**config.mk**
```make
export PLATFORM = sky130hd
export DESIGN_NAME = lcrm_ctrl
export DESIGN_NICKNAME = d
export VERILOG_FILES = /design/src/sv/assert_macros.svh /design/src/sv/lcrm_pkg.sv /design/src/sv/lcrm_ctrl.sv
export SDC_FILE = /design/constraint.sdc
export NUM_CORES = 1
export LEC_CHECK = 0
export BUFFER_PORTS_ARGS = -buffer_cell sky130_fd_sc_hd__clkbuf_2
export CAP_MARGIN = 20
export CORE_MARGIN = 4
export CORE_UTILIZATION = 34
export DETAILED_ROUTE_END_ITERATION = 10
export PLACE_DENSITY = 0.57
export RECOVER_POWER = 100
export REMOVE_ABC_BUFFERS = 1
export SLEW_MARGIN = 25
export SYNTH_ARGS = -nofsm -noshare
export SYNTH_HDL_FRONTEND = slang
export SYNTH_SLANG_ARGS = --single-unit
```
**constraint.sdc**
```tcl
create_clock -name clk -period 2.3 [get_ports clk]
set_input_delay 0.46 -clock clk [delete_from_list [all_inputs] [get_ports clk]]
set_output_delay 0.46 -clock clk [all_outputs]
set_load 0.02 [all_outputs]
```
**src/sv/assert_macros.svh**
```systemverilog
`ifndef ASSERT_MACROS_SVH
`define ASSERT_MACROS_SVH

// same-cycle implication
`define ASSERT_IMPLIES(label, clk, rst, ante, cons, msg) \
  label: assert property (@(posedge clk) disable iff (rst) (ante) |-> (cons)) \
    else $error(msg);

// next-cycle implication
`define ASSERT_NEXT(label, clk, rst, ante, cons, msg) \
  label: assert property (@(posedge clk) disable iff (rst) (ante) |=> (cons)) \
    else $error(msg);

`endif

```
**src/sv/lcrm_pkg.sv**
```systemverilog
package lcrm_pkg;

  localparam int SPAN      = 5;
  localparam int WIN       = 2 * SPAN + 2;
  localparam int AGE_W     = $clog2(WIN);
  localparam int NUM_W     = $clog2(WIN + 1);
  localparam int COORD_W   = 19;
  localparam int CNT_W     = 17;
  localparam int CURV_W    = 47;
  localparam int D_W       = COORD_W + $clog2(4 * SPAN);
  localparam int OPV_W     = 25;
  localparam int MAG_W     = 24;
  localparam int PROD_W    = 2 * MAG_W;
  localparam int ACC_W     = 94;
  localparam int CHUNK     = 19;
  localparam int NORM_W    = 38;
  localparam int GAP_W     = 40;
  localparam int DOT_W     = 39;
  localparam int LIM_W     = 54;
  localparam int PP_W      = 76;
  localparam int PCOS_W    = 93;
  localparam int NSTEP     = 32;
  localparam int STEP_W    = $clog2(NSTEP);
  localparam int LAST_STEP = NSTEP - 1;
  localparam int DRAIN     = 3;
  localparam int DRAIN_W   = 2;
  localparam int IDX_W     = 2;
  localparam int CFG_W     = 32;
  localparam int GAPL_W    = 32;
  localparam int COS_W     = 17;
  localparam int PAR_W     = 16;

  localparam logic [CNT_W-1:0]  CNT_MAX     = '1;
  localparam logic [GAPL_W-1:0] GAP_RST     = 32'd100000;
  localparam logic [COS_W-1:0]  COS_RST     = 17'd64883;
  localparam logic [PAR_W-1:0]  PAR_RST     = 16'd13;

  typedef enum logic [IDX_W-1:0] {
    REG_GAP_SQ    = 2'd0,
    REG_COS_SQ    = 2'd1,
    REG_PAR_RATIO = 2'd2
  } reg_idx_t;

  typedef enum logic [4:0] {
    SRC_PIX, SRC_PIY, SRC_PIZ,
    SRC_PNX, SRC_PNY, SRC_PNZ,
    SRC_GX, SRC_GY, SRC_GZ,
    SRC_HX, SRC_HY, SRC_HZ,
    SRC_DX, SRC_DY, SRC_DZ,
    SRC_N1LO, SRC_N1HI, SRC_N2LO, SRC_N2HI,
    SRC_DOTLO, SRC_DOTHI,
    SRC_P0, SRC_P1, SRC_P2, SRC_P3,
    SRC_COS, SRC_PAR
  } src_t;

  typedef enum logic [1:0] {SH_0, SH_19, SH_38, SH_57} sh_t;

  typedef enum logic [3:0] {
    DST_NONE, DST_N1, DST_N2, DST_GAP, DST_GAP2, DST_DOT,
    DST_CURV, DST_LIM, DST_PROD, DST_DSQ, DST_PCOS
  } dst_t;

  typedef struct packed {
    src_t       a;
    src_t       b;
    sh_t        sh;
    logic       first;
    dst_t       dst;
  } uop_t;

  typedef struct packed {
    logic              mac_valid;
    logic [STEP_W-1:0] mac_step;
    logic              decide;
    logic              emit_active;
    logic [AGE_W-1:0]  emit_age;
    logic              emit_last;
  } cmd_t;

  typedef struct packed {
    logic             end_item;
    logic             cnt_ge_win;
    logic [NUM_W-1:0] flush_n;
    logic             out_space;
  } stat_t;

  function automatic uop_t mk(input src_t a, input src_t b, input sh_t sh,
                              input logic first, input dst_t dst);
    uop_t u;
    u.a     = a;
    u.b     = b;
    u.sh    = sh;
    u.first = first;
    u.dst   = dst;
    return u;
  endfunction

  // multiply-accumulate program for one point
  function automatic uop_t uop_at(input logic [STEP_W-1:0] s);
    uop_t u;
    case (s)
      5'd0:  u = mk(SRC_PIX, SRC_PIX, SH_0, 1'b1, DST_NONE);
      5'd1:  u = mk(SRC_PIY, SRC_PIY, SH_0, 1'b0, DST_NONE);
      5'd2:  u = mk(SRC_PIZ, SRC_PIZ, SH_0, 1'b0, DST_N1);
      5'd3:  u = mk(SRC_PNX, SRC_PNX, SH_0, 1'b1, DST_NONE);
      5'd4:  u = mk(SRC_PNY, SRC_PNY, SH_0, 1'b0, DST_NONE);
      5'd5:  u = mk(SRC_PNZ, SRC_PNZ, SH_0, 1'b0, DST_N2);
      5'd6:  u = mk(SRC_GX, SRC_GX, SH_0, 1'b1, DST_NONE);
      5'd7:  u = mk(SRC_GY, SRC_GY, SH_0, 1'b0, DST_NONE);
      5'd8:  u = mk(SRC_GZ, SRC_GZ, SH_0, 1'b0, DST_GAP);
      5'd9:  u = mk(SRC_HX, SRC_HX, SH_0, 1'b1, DST_NONE);
      5'd10: u = mk(SRC_HY, SRC_HY, SH_0, 1'b0, DST_NONE);
      5'd11: u = mk(SRC_HZ, SRC_HZ, SH_0, 1'b0, DST_GAP2);
      5'd12: u = mk(SRC_PIX, SRC_PNX, SH_0, 1'b1, DST_NONE);
      5'd13: u = mk(SRC_PIY, SRC_PNY, SH_0, 1'b0, DST_NONE);
      5'd14: u = mk(SRC_PIZ, SRC_PNZ, SH_0, 1'b0, DST_DOT);
      5'd15: u = mk(SRC_DX, SRC_DX, SH_0, 1'b1, DST_NONE);
      5'd16: u = mk(SRC_DY, SRC_DY, SH_0, 1'b0, DST_NONE);
      5'd17: u = mk(SRC_DZ, SRC_DZ, SH_0, 1'b0, DST_CURV);
      5'd18: u = mk(SRC_N1LO, SRC_PAR, SH_0, 1'b1, DST_NONE);
      5'd19: u = mk(SRC_N1HI, SRC_PAR, SH_19, 1'b0, DST_LIM);
      5'd20: u = mk(SRC_N1LO, SRC_N2LO, SH_0, 1'b1, DST_NONE);
      5'd21: u = mk(SRC_N1LO, SRC_N2HI, SH_19, 1'b0, DST_NONE);
      5'd22: u = mk(SRC_N1HI, SRC_N2LO, SH_19, 1'b0, DST_NONE);
      5'd23: u = mk(SRC_N1HI, SRC_N2HI, SH_38, 1'b0, DST_PROD);
      5'd24: u = mk(SRC_DOTLO, SRC_DOTLO, SH_0, 1'b1, DST_NONE);
      5'd25: u = mk(SRC_DOTLO, SRC_DOTHI, SH_19, 1'b0, DST_NONE);
      5'd26: u = mk(SRC_DOTHI, SRC_DOTLO, SH_19, 1'b0, DST_NONE);
      5'd27: u = mk(SRC_DOTHI, SRC_DOTHI, SH_38, 1'b0, DST_DSQ);
      5'd28: u = mk(SRC_P0, SRC_COS, SH_0, 1'b1, DST_NONE);
      5'd29: u = mk(SRC_P1, SRC_COS, SH_19, 1'b0, DST_NONE);
      5'd30: u = mk(SRC_P2, SRC_COS, SH_38, 1'b0, DST_NONE);
      5'd31: u = mk(SRC_P3, SRC_COS, SH_57, 1'b0, DST_PCOS);
      default: u = mk(SRC_PIX, SRC_PIX, SH_0, 1'b1, DST_NONE);
    endcase
    return u;
  endfunction

endpackage

```
**src/sv/lcrm_ctrl.sv**
```systemverilog
module lcrm_ctrl import lcrm_pkg::*; (
  input  logic  clk,
  input  logic  rst,
  input  logic  in_fire,
  input  stat_t stat,
  output logic  in_ready,
  output cmd_t  cmd
);

  typedef enum logic [2:0] {ST_IDLE, ST_CALC, ST_WAIT, ST_DECIDE, ST_EMIT} state_t;

  state_t             state;
  logic [DRAIN_W-1:0] wcnt;
  logic               flush;

  always_ff @(posedge clk) begin
    if (rst) begin
      state    <= ST_IDLE;
      in_ready <= 1'b1;
      cmd      <= '0;
      wcnt     <= '0;
      flush    <= 1'b0;
    end else begin
      case (state)
        ST_IDLE: begin
          if (in_fire) begin
            state         <= ST_CALC;
            in_ready      <= 1'b0;
            cmd.mac_valid <= 1'b1;
            cmd.mac_step  <= '0;
          end
        end
        ST_CALC: begin
          if (cmd.mac_step == STEP_W'(LAST_STEP)) begin
            cmd.mac_valid <= 1'b0;
            state         <= ST_WAIT;
            wcnt          <= '0;
          end else begin
            cmd.mac_step <= cmd.mac_step + 1'b1;
          end
        end
        // let the last products retire through the MAC pipe
        ST_WAIT: begin
          if (wcnt == DRAIN_W'(DRAIN - 1)) begin
            state      <= ST_DECIDE;
            cmd.decide <= 1'b1;
          end else begin
            wcnt <= wcnt + 1'b1;
          end
        end
        ST_DECIDE: begin
          cmd.decide <= 1'b0;
          if (stat.end_item) begin
            state           <= ST_EMIT;
            flush           <= 1'b1;
            cmd.emit_active <= 1'b1;
            cmd.emit_age    <= AGE_W'(stat.flush_n - 1'b1);
            cmd.emit_last   <= (stat.flush_n == NUM_W'(1));
          end else if (stat.cnt_ge_win) begin
            state           <= ST_EMIT;
            flush           <= 1'b0;
            cmd.emit_active <= 1'b1;
            cmd.emit_age    <= AGE_W'(WIN - 1);
            cmd.emit_last   <= 1'b0;
          end else begin
            state    <= ST_IDLE;
            in_ready <= 1'b1;
          end
        end
        ST_EMIT: begin
          if (stat.out_space) begin
            if (!flush || cmd.emit_last) begin
              cmd.emit_active <= 1'b0;
              cmd.emit_last   <= 1'b0;
              state           <= ST_IDLE;
              in_ready        <= 1'b1;
            end else begin
              cmd.emit_age  <= cmd.emit_age - 1'b1;
              cmd.emit_last <= (cmd.emit_age == AGE_W'(1));
            end
          end
        end
        default: state <= ST_IDLE;
      endcase
    end
  end

endmodule

```
==> run_results.csv, run 1 <==
group,metric,value,unit
outcome,status,"completed",
grt,global_route.peak_usage_layer,"met2",
floorplanning,dieWidth,67.0,microns
power_and_ir_drop,vdd_ir_drop_max,180,uV
yosys,yosysWarnings,0,
power_and_ir_drop,power.share.clock,27.9,%
placement,port_buffers,23,
clock_tree,cts_hold_repair.buffers,0,
drt,postRouteAntennaNets,0,
yosys,post_synth.cell_area_avg,9.26,sq um
power_and_ir_drop,power.density_cell_area,456,nW/um^2
setup_path,setup.worst_path.start_class,"flip-flop",
grt,met3_usage,2.53,%
sta,final_number_of_max_transition_violations,0,
sta,worst_slew_pin_slew,709,ps
power_and_ir_drop,combinational_share_of_power,11.6,%
floorplanning,start_util,35.2,%
cells_and_area,layout.cells.most_common_list,"sky130_fd_sc_hd__dfxtp_1, sky130_fd_sc_hd__clkbuf_1, sky130_fd_sc_hd__nor2_1, sky130_fd_sc_hd__a21oi_1",
clock_tree,clockBufferDepth,2,
setup_path,crit_required,2500,ps
setup_path,maximum_fanout_encountered_on_the_critical_timing_path,12,
floorplanning,floorplan.io_pins,24,
floorplanning,core_area,3360,sq um
setup_path,crit_chain,"nand4bb_1, o22ai_1, o21ai_1, a32o_1",
clock_tree,postCtsResizedCells,0,
setup_path,critPathBufInv,0,
cells_and_area,drive_above_1_share,15.3,%
setup_path,family_of_cells_with_the_greatest_summed_delay_on_the_critical_path,"compound AO/OA/AOI/OAI gates",
yosys,synth_top_flop_cell,"sky130_fd_sc_hd__dfxtp_1",
cells_and_area,n_fill_cell,388,
cells_and_area,insertedDiodeCount,0,
power_and_ir_drop,power.leakage,0.000553,uW
power_and_ir_drop,switching_fraction,26.2,%
cells_and_area,nets,169,
drt,route.detailed.drc,0,
cells_and_area,utilization,39.1,%
power_and_ir_drop,cell_internal_pwr,443,uW
sta,relSlewSlack,52.7,%
drt,number_of_drc_markers_after_the_initial_detailed_route_iteration,30,
drt,routed_wire_per_std_cell,12.9,microns
placement,dpl.hpwl,1910,microns
cells_and_area,areaGrowthSynthToFinish,11.0,%
cells_and_area,layout.cells.most_common,"sky130_fd_sc_hd__dfxtp_1",
yosys,yosysSeqAreaShare,33.8,%
setup_path,critPathArrivalTime,2230,ps
clock_tree,sink_count_of_the_clock_tree,20,
floorplanning,core.rowCount,21,
yosys,ys_seq_elements,20,
yosys,synth-edff-count,0,
setup_path,setup.worst_path.class,"flip-flop to flip-flop",
grt,grt_antenna_before_repair,0,
job,max_cap_violations,0,
sta,timing.fmax,493,MHz
clock_tree,htree_levels,1,
cells_and_area,final_cell_area,1320,sq um
placement,gp_congestion,0.825,
yosys,netlist_area,1180,sq um
yosys,postSynth.asyncResetShare,0,%
setup_path,crit_slowest_cell,"sky130_fd_sc_hd__o22ai_1",
yosys,yosys.cell_types.count,46,
floorplanning,die-area,4490,sq um
grt,globalRoute.totalOverflow,0,
clock_tree,cts-root-buf,"sky130_fd_sc_hd__clkbuf_4",
placement,place_area,1330,sq um
grt,global_route_wire_length_before_repair,4470,microns
setup_path,crit_end_category,"flip-flop",
sta,fin_crit,2030,ps
setup_path,reg2reg_setup_slack,270,ps
clock_tree,clk-insertion-delay-late,300,ps
sta,setup_viol,0,
clock_tree,inserted_clock_buffers,3,
drt,detailed_route_wl,2530,microns
clock_tree,cts.repair_timing.setup_buffer_count,0,
power_and_ir_drop,seq_power_share,60.5,%
clock_tree,tritoncts,"built",
floorplanning,die-height,67.0,microns
sta,grt_setup_unrepaired,"false",
grt,use_met1,16.1,%
sta,period_share,88.2,%
yosys,synthesis.instances,128,
grt,met2_usage_in_global_routing,21.2,%
drt,vias,998,
grt,grt_max_degree,17,
sta,finalSetupTns,0,ps
min_path,hp-class,"primary input to flip-flop",
clock_tree,clkSlewWorstSetupHoldPaths,110,ps
drt,drt-pass1-iter-count,4,
power_and_ir_drop,sw_power,157,uW
grt,first_global_vias,1006,
sta,clock_skew,8.63,ps
setup_path,timing.critical_path.slowest_cell_delay,610,ps
sta,final_hold_viol_count,0,
drt,via_per_inst,5.09,
grt,grt_usage,12.9,%
-- path summary, 6_finish.rpt --
check | end | from | cells past startpoint
setup / recovery | cmd[3] | state[1] | 4
hold / removal | state[2] | stat[0] | 4
setup reg to reg | cmd[3] | state[1] | 4
hold reg to reg | cmd[5] | cmd[5] | 2
-- metal layers --
| metal | routed length [microns] | up-vias |
|---|---|---|
| met5 | 0 | - |
| met4 | 37 | 0 |
| met3 | 136 | 4 |
| met2 | 1180 | 21 |
| met1 | 1170 | 468 |
| li1 | - | 505 |
-- metrics by stage --
stage	worst slack (ps)	hold slack, ps	total power, uW	cells
3_5_place_dp	392	465	443	193
5_1_grt	103	465	638	196
4_1_cts	372	435	612	196
2_1_floorplan	451	436	410	123
6_report	272	446	600	196
3_3_place_gp	481	451	440	193
-- power by group through the flow --
| stage | clock network (uW) | logic, uW | registers, uW |
|---|---|---|---|
| after floorplan | 0 | 34.9 | 375 |
| after global placement | 0 | 70.0 | 370 |
| after detailed placement | 0 | 72.0 | 371 |
| after CTS | 177 | 72.3 | 363 |
| after global routing | 196 | 77.6 | 365 |
| final | 168 | 69.4 | 363 |
-- worst reg2reg max path, stage by stage (launching register included) --
cell	delay, ps
sky130_fd_sc_hd__dfxtp_1	500
sky130_fd_sc_hd__nand4bb_1	390
sky130_fd_sc_hd__o22ai_1	610
sky130_fd_sc_hd__o21ai_1	140
sky130_fd_sc_hd__a32o_1	290
-- logic make-up after synthesis --
| group | Yosys count | share of synthesized area (%) |
|---|---|---|
| buffers and inverters | 14 | 6.02 |
| adders and majority gates | 7 | 7.39 |
| xor gates and xnor gates | 5 | 3.70 |
| DFF | 20 | 33.8 |
| muxes | 2 | 1.69 |
| and+or+nand+nor | 48 | 27.3 |
| AOI/OAI and AO/OA | 32 | 20.1 |
-- registers in the layout, summed over array words and instances, names as in the netlist --
signal    flops
wcnt          2
in_ready      1
cmd          13
flush         1
state         3
-- synth_stat cells (2+ instances only) --
cell type	number	area [sq um]
sky130_fd_sc_hd__a21o_1	2	15.0
sky130_fd_sc_hd__a21oi_1	11	55.1
sky130_fd_sc_hd__a22oi_1	3	22.5
sky130_fd_sc_hd__and3_1	2	12.5
sky130_fd_sc_hd__and3b_1	2	17.5
sky130_fd_sc_hd__buf_6	2	22.5
sky130_fd_sc_hd__clkbuf_1	2	7.51
sky130_fd_sc_hd__dfxtp_1	20	400
sky130_fd_sc_hd__ha_1	7	87.6
sky130_fd_sc_hd__inv_1	9	33.8
sky130_fd_sc_hd__mux2i_1	2	20.0
sky130_fd_sc_hd__nand2_1	9	33.8
sky130_fd_sc_hd__nor2_1	11	41.3
sky130_fd_sc_hd__nor2b_1	3	18.8
sky130_fd_sc_hd__nor3_1	7	35.0
sky130_fd_sc_hd__o21ai_0	3	15.0
sky130_fd_sc_hd__xnor2_1	2	17.5
sky130_fd_sc_hd__xor2_1	3	26.3
-- layout make-up --
type	count	area (sq um)	area share (%)
Clock buffer	3	22.5	1.71
Inverter	9	33.8	2.57
Multi-Input combinational cell	94	696	52.9
Sequential cell	20	400	30.4
Tap cell	46	57.6	4.38
Timing Repair Buffer	24	105	7.99
Power figures use the tool's default switching activity.
==> inputs of run 2 (changes only) <==
--- a/config.mk
+++ b/config.mk
@@ -5,9 +5,8 @@
 export SDC_FILE = /design/constraint.sdc
 export NUM_CORES = 1
 export LEC_CHECK = 0
-export BUFFER_PORTS_ARGS = -buffer_cell sky130_fd_sc_hd__clkbuf_2
+export BUFFER_PORTS_ARGS = -buffer_cell sky130_fd_sc_hd__buf_2
 export CAP_MARGIN = 20
-export CORE_MARGIN = 4
 export CORE_UTILIZATION = 34
 export DETAILED_ROUTE_END_ITERATION = 10
 export PLACE_DENSITY = 0.57
==> run 2 against run 1 <==
- final cell count shrank 0.51%
- fmax grew 0.65%
- wire length shrank 0.91%
- core utilization is 0.067 points lower
- clock-buffer cell count unchanged
- largest power group unchanged
- via count up 0.10%
- global-route usage is 2.2 points higher
- highest routed layer unchanged
- critical path depth did not move
- sequential power hardly changed
- clock skew fell by 7.7 ps
==> run_results.csv, run 2 (same netlist as run 1, synthesis figures left out) <==
group,metric,value,unit
placement,dpl.hpwl,1910,microns
clock_tree,clockBufferDepth,2,
cells_and_area,utilization,39.0,%
drt,via_per_inst,5.12,
clock_tree,tritoncts,"built",
cells_and_area,drive_above_1_share,14.1,%
min_path,hp-start,"stat[5]",
grt,global_route_wire_length_before_repair,4080,microns
drt,number_of_drc_markers_after_the_initial_detailed_route_iteration,57,
floorplanning,core_area,3340,sq um
cells_and_area,registers.top_by_ff_count,"cmd",
clock_tree,clk-insertion-delay-late,300,ps
placement,gp_congestion,0.772,
placement,port_buffers,23,
setup_path,r2r-start,"state[1]",
drt,wl_met2,1190,microns
power_and_ir_drop,sw_power,158,uW
power_and_ir_drop,cell_internal_pwr,442,uW
setup_path,setup.worst_path.class,"flip-flop to flip-flop",
clock_tree,cts-root-buf,"sky130_fd_sc_hd__clkbuf_4",
setup_path,crit_required,2510,ps
sta,period_share,87.6,%
drt,met1_length,1180,microns
drt,postRouteAntennaNets,0,
drt,routed_wire_per_std_cell,12.8,microns
cells_and_area,areaGrowthSynthToFinish,9.93,%
clock_tree,clkSlewWorstSetupHoldPaths,110,ps
clock_tree,cts_hold_repair.buffers,0,
placement,place_ws,359,ps
sta,relSlewSlack,56.4,%
floorplanning,floorplan.io_pins,24,
cells_and_area,layout.cells.most_common_list,"sky130_fd_sc_hd__dfxtp_1, sky130_fd_sc_hd__clkbuf_1, sky130_fd_sc_hd__nor2_1, sky130_fd_sc_hd__a21oi_1",
cells_and_area,reg_top3,"cmd: 13 flops, state: 3 flops, wcnt: 2 flops",
floorplanning,die-height,61.0,microns
setup_path,maximum_fanout_encountered_on_the_critical_timing_path,12,
cells_and_area,nets,168,
sta,setup_viol,0,
cells_and_area,final_cell_area,1300,sq um
sta,final_hold_viol_count,0,
floorplanning,dieWidth,61.0,microns
cells_and_area,layout.cells.most_common,"sky130_fd_sc_hd__dfxtp_1",
drt,vias,999,
sta,timing.fmax,496,MHz
floorplanning,core.rowCount,21,
power_and_ir_drop,seq_power_share,60.5,%
drt,top_layer,"met4",
power_and_ir_drop,power.share.clock,28.4,%
drt,routed-wl-met3,89,microns
min_path,min_path_cells,4,
cells_and_area,insertedDiodeCount,0,
setup_path,rr_worst_depth,4,
setup_path,reg2reg_setup_slack,280,ps
cells_and_area,largest_reg_flops,13,
grt,grt_usage,15.0,%
drt,route.detailed.drc,0,
setup_path,rr_endpoint,"cmd[3]",
clock_tree,inserted_clock_buffers,3,
cells_and_area,n_fill_cell,359,
floorplanning,die-area,3730,sq um
grt,globalRoute.totalOverflow,0,
setup_path,crit_chain,"nand4bb_1, o22ai_1, o21ai_1, a32o_1",
grt,grt_max_degree,18,
sta,clock_skew,0.975,ps
power_and_ir_drop,power.density_cell_area,460,nW/um^2
floorplanning,start_util,35.5,%
power_and_ir_drop,vdd_ir_drop_max,242,uV
sta,fin_crit,2020,ps
grt,grt_antenna_before_repair,0,
sta,worst_slew_pin_slew,654,ps
setup_path,crit_end_category,"flip-flop",
min_path,timing.hold.worst_endpoint,"flush",
setup_path,setup.worst_path.start_class,"flip-flop",
sta,grt_setup_unrepaired,"false",
power_and_ir_drop,combinational_share_of_power,11.1,%
clock_tree,sink_count_of_the_clock_tree,20,
sta,final_number_of_max_transition_violations,0,
placement,place_area,1320,sq um
grt,first_global_vias,921,
sta,finalSetupTns,0,ps
sta,fin_ws,285,ps
clock_tree,htree_levels,1,
clock_tree,postCtsResizedCells,0,
power_and_ir_drop,switching_fraction,26.4,%
setup_path,critPathArrivalTime,2220,ps
min_path,hp-class,"primary input to flip-flop",
clock_tree,cts.repair_timing.setup_buffer_count,0,
setup_path,timing.critical_path.slowest_cell_delay,570,ps
job,max_cap_violations,0,
setup_path,crit_slowest_cell,"sky130_fd_sc_hd__o22ai_1",
outcome,status,"completed",
drt,drt-pass1-iter-count,4,
drt,detailed_route_wl,2500,microns
power_and_ir_drop,power.leakage,0.000545,uW
## run 2: cell types whose count changed in the layout (fill, tap and decap cells not counted), sizes merged
cell / delta
clkbuf: -9
buf: +8
## run 2: power by group through the flow
stage	Sequential, uW	Combinational [uW]	Clock, uW
after CTS	363	69.8	177
after floorplan	375	34.9	0
after detailed placement	371	69.4	0
after global placement	370	68.3	0
final	363	66.5	170
after global routing	364	73.5	190
## run 2: through the flow
step	hold slack [ps]	power [uW]	std cells
5_1_grt	485	628	195
6_report	478	600	195
3_3_place_gp	451	438	192
4_1_cts	465	609	195
3_5_place_dp	460	440	192
2_1_floorplan	436	410	123
## run 2: per-layer routing
layer,vias to the layer above,track usage [%]
li1,503,-
met1,475,18.9
met2,17,24.2
met3,4,3.15
met4,0,7.79
met5,-,0
## run 2: area by class of cell
class                      instances  area (sq um)  share of cell area [%]
tap                               46          57.6                    4.42
sequential                        20           400                    30.7
inverter                           9          33.8                    2.59
timing repair buffer              23          97.6                    7.49
clock buffer                       3          22.5                    1.73
multi-input combinational         94           691                    53.0
## run 2: worst max path at each step
stage                     startpoint  endpoint  slack (ps)  cells past startpoint
after floorplan               cmd[7]   cmd[10]         450                      7
after global placement        cmd[7]   cmd[10]         480                      7
after detailed placement      cmd[7]   cmd[10]         360                      7
after CTS                     cmd[7]   cmd[10]         340                      7
after global routing        state[1]    cmd[3]         150                      4
final                       state[1]    cmd[3]         280                      4
## run 2: critical path, delay by kind of cell (launching register included)
kind / cells / cell delay [ps]
AO/OA/AOI/OAI: 3 / 1010
flip-flops: 1 / 510
AND/OR/NAND/NOR: 1 / 400
==> inputs of run 3 (changes only) <==
--- a/config.mk
+++ b/config.mk
@@ -10,7 +10,7 @@
 export CORE_UTILIZATION = 34
 export DETAILED_ROUTE_END_ITERATION = 10
 export PLACE_DENSITY = 0.57
-export RECOVER_POWER = 100
+export RECOVER_POWER = 25
 export REMOVE_ABC_BUFFERS = 1
 export SLEW_MARGIN = 25
 export SYNTH_ARGS = -nofsm -noshare
==> run 3 against run 2 <==
- non-clock buffer count is the same
- die area is the same
- hold slack is essentially flat
- first-iteration DRC count shrank 1.8%
- total power grew 0.32%
- sequential share of layout area shrank 0.72 points
- largest cell class unchanged
- highest routed layer unchanged
==> run_results.csv, run 3 (same netlist as run 1, synthesis figures left out) <==
group,metric,value,unit
sta,final_hold_viol_count,0,
drt,routed_wire_per_std_cell,12.8,microns
setup_path,setup.worst_path.start_class,"flip-flop",
placement,dpl.hpwl,1910,microns
drt,drt-pass1-iter-count,4,
cells_and_area,drive_above_1_share,20.8,%
clock_tree,htree_levels,1,
placement,place_area,1320,sq um
floorplanning,die-area,3730,sq um
placement,gp_congestion,0.772,
clock_tree,cts_hold_repair.buffers,0,
sta,setup_viol,0,
grt,first_global_vias,921,
setup_path,rr_endpoint,"cmd[10]",
setup_path,r2r-start,"cmd[7]",
job,max_cap_violations,0,
drt,route.detailed.drc,0,
clock_tree,postCtsResizedCells,0,
setup_path,setup.worst_path.class,"flip-flop to flip-flop",
clock_tree,cts.repair_timing.setup_buffer_count,0,
setup_path,crit_end_category,"flip-flop",
setup_path,crit_chain,"ha_1, and3_1, ha_1, nor4b_4, nand4_1, xor2_1, nor3_2",
drt,number_of_drc_markers_after_the_initial_detailed_route_iteration,56,
cells_and_area,largest_reg_flops,13,
setup_path,reg2reg_setup_slack,360,ps
cells_and_area,final_cell_area,1330,sq um
power_and_ir_drop,power.total,602,uW
drt,via_per_inst,5.08,
placement,port_buffers,23,
sta,period_share,84.4,%
sta,worst_slew_pin_slew,594,ps
clock_tree,cts-root-buf,"sky130_fd_sc_hd__clkbuf_4",
floorplanning,die-height,61.0,microns
cells_and_area,insertedDiodeCount,0,
sta,finalSetupTns,0,ps
power_and_ir_drop,power.density_cell_area,451,nW/um^2
power_and_ir_drop,power.leakage,0.000578,uW
cells_and_area,instances_no_fill,195,
clock_tree,sink_count_of_the_clock_tree,20,
setup_path,crit_required,2490,ps
clock_tree,inserted_clock_buffers,3,
cells_and_area,reg_top3,"cmd: 13 flops, state: 3 flops, wcnt: 2 flops",
power_and_ir_drop,vdd_ir_drop_max,241,uV
clock_tree,clkSlewWorstSetupHoldPaths,110,ps
min_path,hp-class,"flip-flop to flip-flop",
setup_path,critPathBufInv,0,
cells_and_area,registers.top_by_ff_count,"cmd",
power_and_ir_drop,sw_power,159,uW
drt,detailed_route_wl,2490,microns
floorplanning,core.rowCount,21,
setup_path,crit_path_frequent_cell,"sky130_fd_sc_hd__ha_1",
floorplanning,start_util,35.5,%
floorplanning,dieWidth,61.0,microns
power_and_ir_drop,combinational_share_of_power,11.4,%
cells_and_area,n_fill_cell,353,
clock_tree,tritoncts,"built",
grt,globalRoute.totalOverflow,0,
floorplanning,floorplan.io_pins,24,
setup_path,rr_worst_depth,7,
placement,dpl.cell_count,192,
grt,grt_max_degree,18,
sta,timing.fmax,515,MHz
setup_path,critPathArrivalTime,2130,ps
floorplanning,core_area,3340,sq um
clock_tree,clockBufferDepth,2,
setup_path,worst-path-stages,7,
setup_path,family_of_cells_with_the_greatest_summed_delay_on_the_critical_path,"simple AND/OR/NAND/NOR gates",
sta,grt_setup_unrepaired,"false",
setup_path,maximum_fanout_encountered_on_the_critical_timing_path,6,
setup_path,crit_end,"cmd[10]",
power_and_ir_drop,cell_internal_pwr,442,uW
power_and_ir_drop,seq_power_share,60.3,%
cells_and_area,areaGrowthSynthToFinish,12.6,%
sta,fin_crit,1940,ps
cells_and_area,nets,168,
cells_and_area,layout.cells.most_common_list,"sky130_fd_sc_hd__dfxtp_1, sky130_fd_sc_hd__buf_2, sky130_fd_sc_hd__nor2_1, sky130_fd_sc_hd__a21oi_1",
setup_path,timing.critical_path.slowest_cell_delay,390,ps
power_and_ir_drop,switching_fraction,26.5,%
power_and_ir_drop,power.share.clock,28.3,%
sta,clock_skew,0.574,ps
drt,vias,990,
drt,postRouteAntennaNets,0,
cells_and_area,layout.cells.most_common,"sky130_fd_sc_hd__dfxtp_1",
sta,relSlewSlack,60.3,%
setup_path,crit_slowest_cell,"sky130_fd_sc_hd__nor4b_4",
outcome,status,"completed",
sta,final_number_of_max_transition_violations,0,
clock_tree,clk-insertion-delay-late,300,ps
setup_path,worstSetupStartpoint,"cmd[7]",
grt,grt_antenna_before_repair,0,
grt,global_route_wire_length_before_repair,4080,microns
grt,grt_usage,15.0,%
-- run 3: cell count changes in the layout (fill, tap and decap cells not counted) --
| cell | before | now |
|---|---|---|
| sky130_fd_sc_hd__a211oi_2 | 0 | 1 |
| sky130_fd_sc_hd__a211oi_1 | 1 | 0 |
| sky130_fd_sc_hd__buf_2 | 9 | 16 |
| sky130_fd_sc_hd__o21ai_0 | 4 | 3 |
| sky130_fd_sc_hd__o22ai_1 | 1 | 0 |
| sky130_fd_sc_hd__clkbuf_1 | 14 | 7 |
| sky130_fd_sc_hd__o22ai_4 | 0 | 1 |
| sky130_fd_sc_hd__o21ai_2 | 0 | 1 |
-- run 3: worst min-delay path by stage --
stage,slack (ps),from,cells past startpoint,to
floorplan,440,wcnt[1],1,wcnt[1]
global placement,450,wcnt[1],1,wcnt[1]
detailed placement,460,wcnt[1],1,wcnt[1]
CTS,470,stat[0],4,state[2]
global route,480,stat[0],4,state[2]
finish,480,wcnt[1],1,wcnt[1]
-- run 3: area by class of cell --
type	count	area (sq um)	share of cell area (%)
flip-flops and latches	20	400	30.0
multi-input cells	94	713	53.5
inverters	9	33.8	2.53
clock buffers	3	22.5	1.69
well taps	46	57.6	4.32
repair buffers	23	106	7.97
-- run 3: per-layer routing --
metal  vias up  global-route usage, %  wire [microns]
li1        503                      -               -
met1       463                   18.9            1160
met2        20                   24.2            1180
met3         4                   3.15              97
met4         0                   7.79              52
met5         -                      0               0
-- run 3: power groups by stage --
stage	registers (uW)	clock network (uW)	logic (uW)
finish	363	170	68.4
global route	364	190	75.3
CTS	363	177	69.8
detailed placement	371	0	69.4
global placement	370	0	68.3
floorplan	375	0	34.9
-- run 3: metrics by stage --
stage | setup WS (ps) | hold WS (ps) | util (%)
after global placement | 481 | 451 | 39.6
after detailed placement | 359 | 460 | 39.6
final | 358 | 479 | 40.0
after global routing | 221 | 485 | 40.0
after floorplan | 451 | 436 | -
after CTS | 343 | 465 | 40.2
-- run 3: worst reg2reg max path: stages (launching register included) --
cell	delay, ps
sky130_fd_sc_hd__dfxtp_1	370
sky130_fd_sc_hd__ha_1	230
sky130_fd_sc_hd__and3_1	190
sky130_fd_sc_hd__ha_1	240
sky130_fd_sc_hd__nor4b_4	400
sky130_fd_sc_hd__nand4_1	170
sky130_fd_sc_hd__xor2_1	180
sky130_fd_sc_hd__nor3_2	50
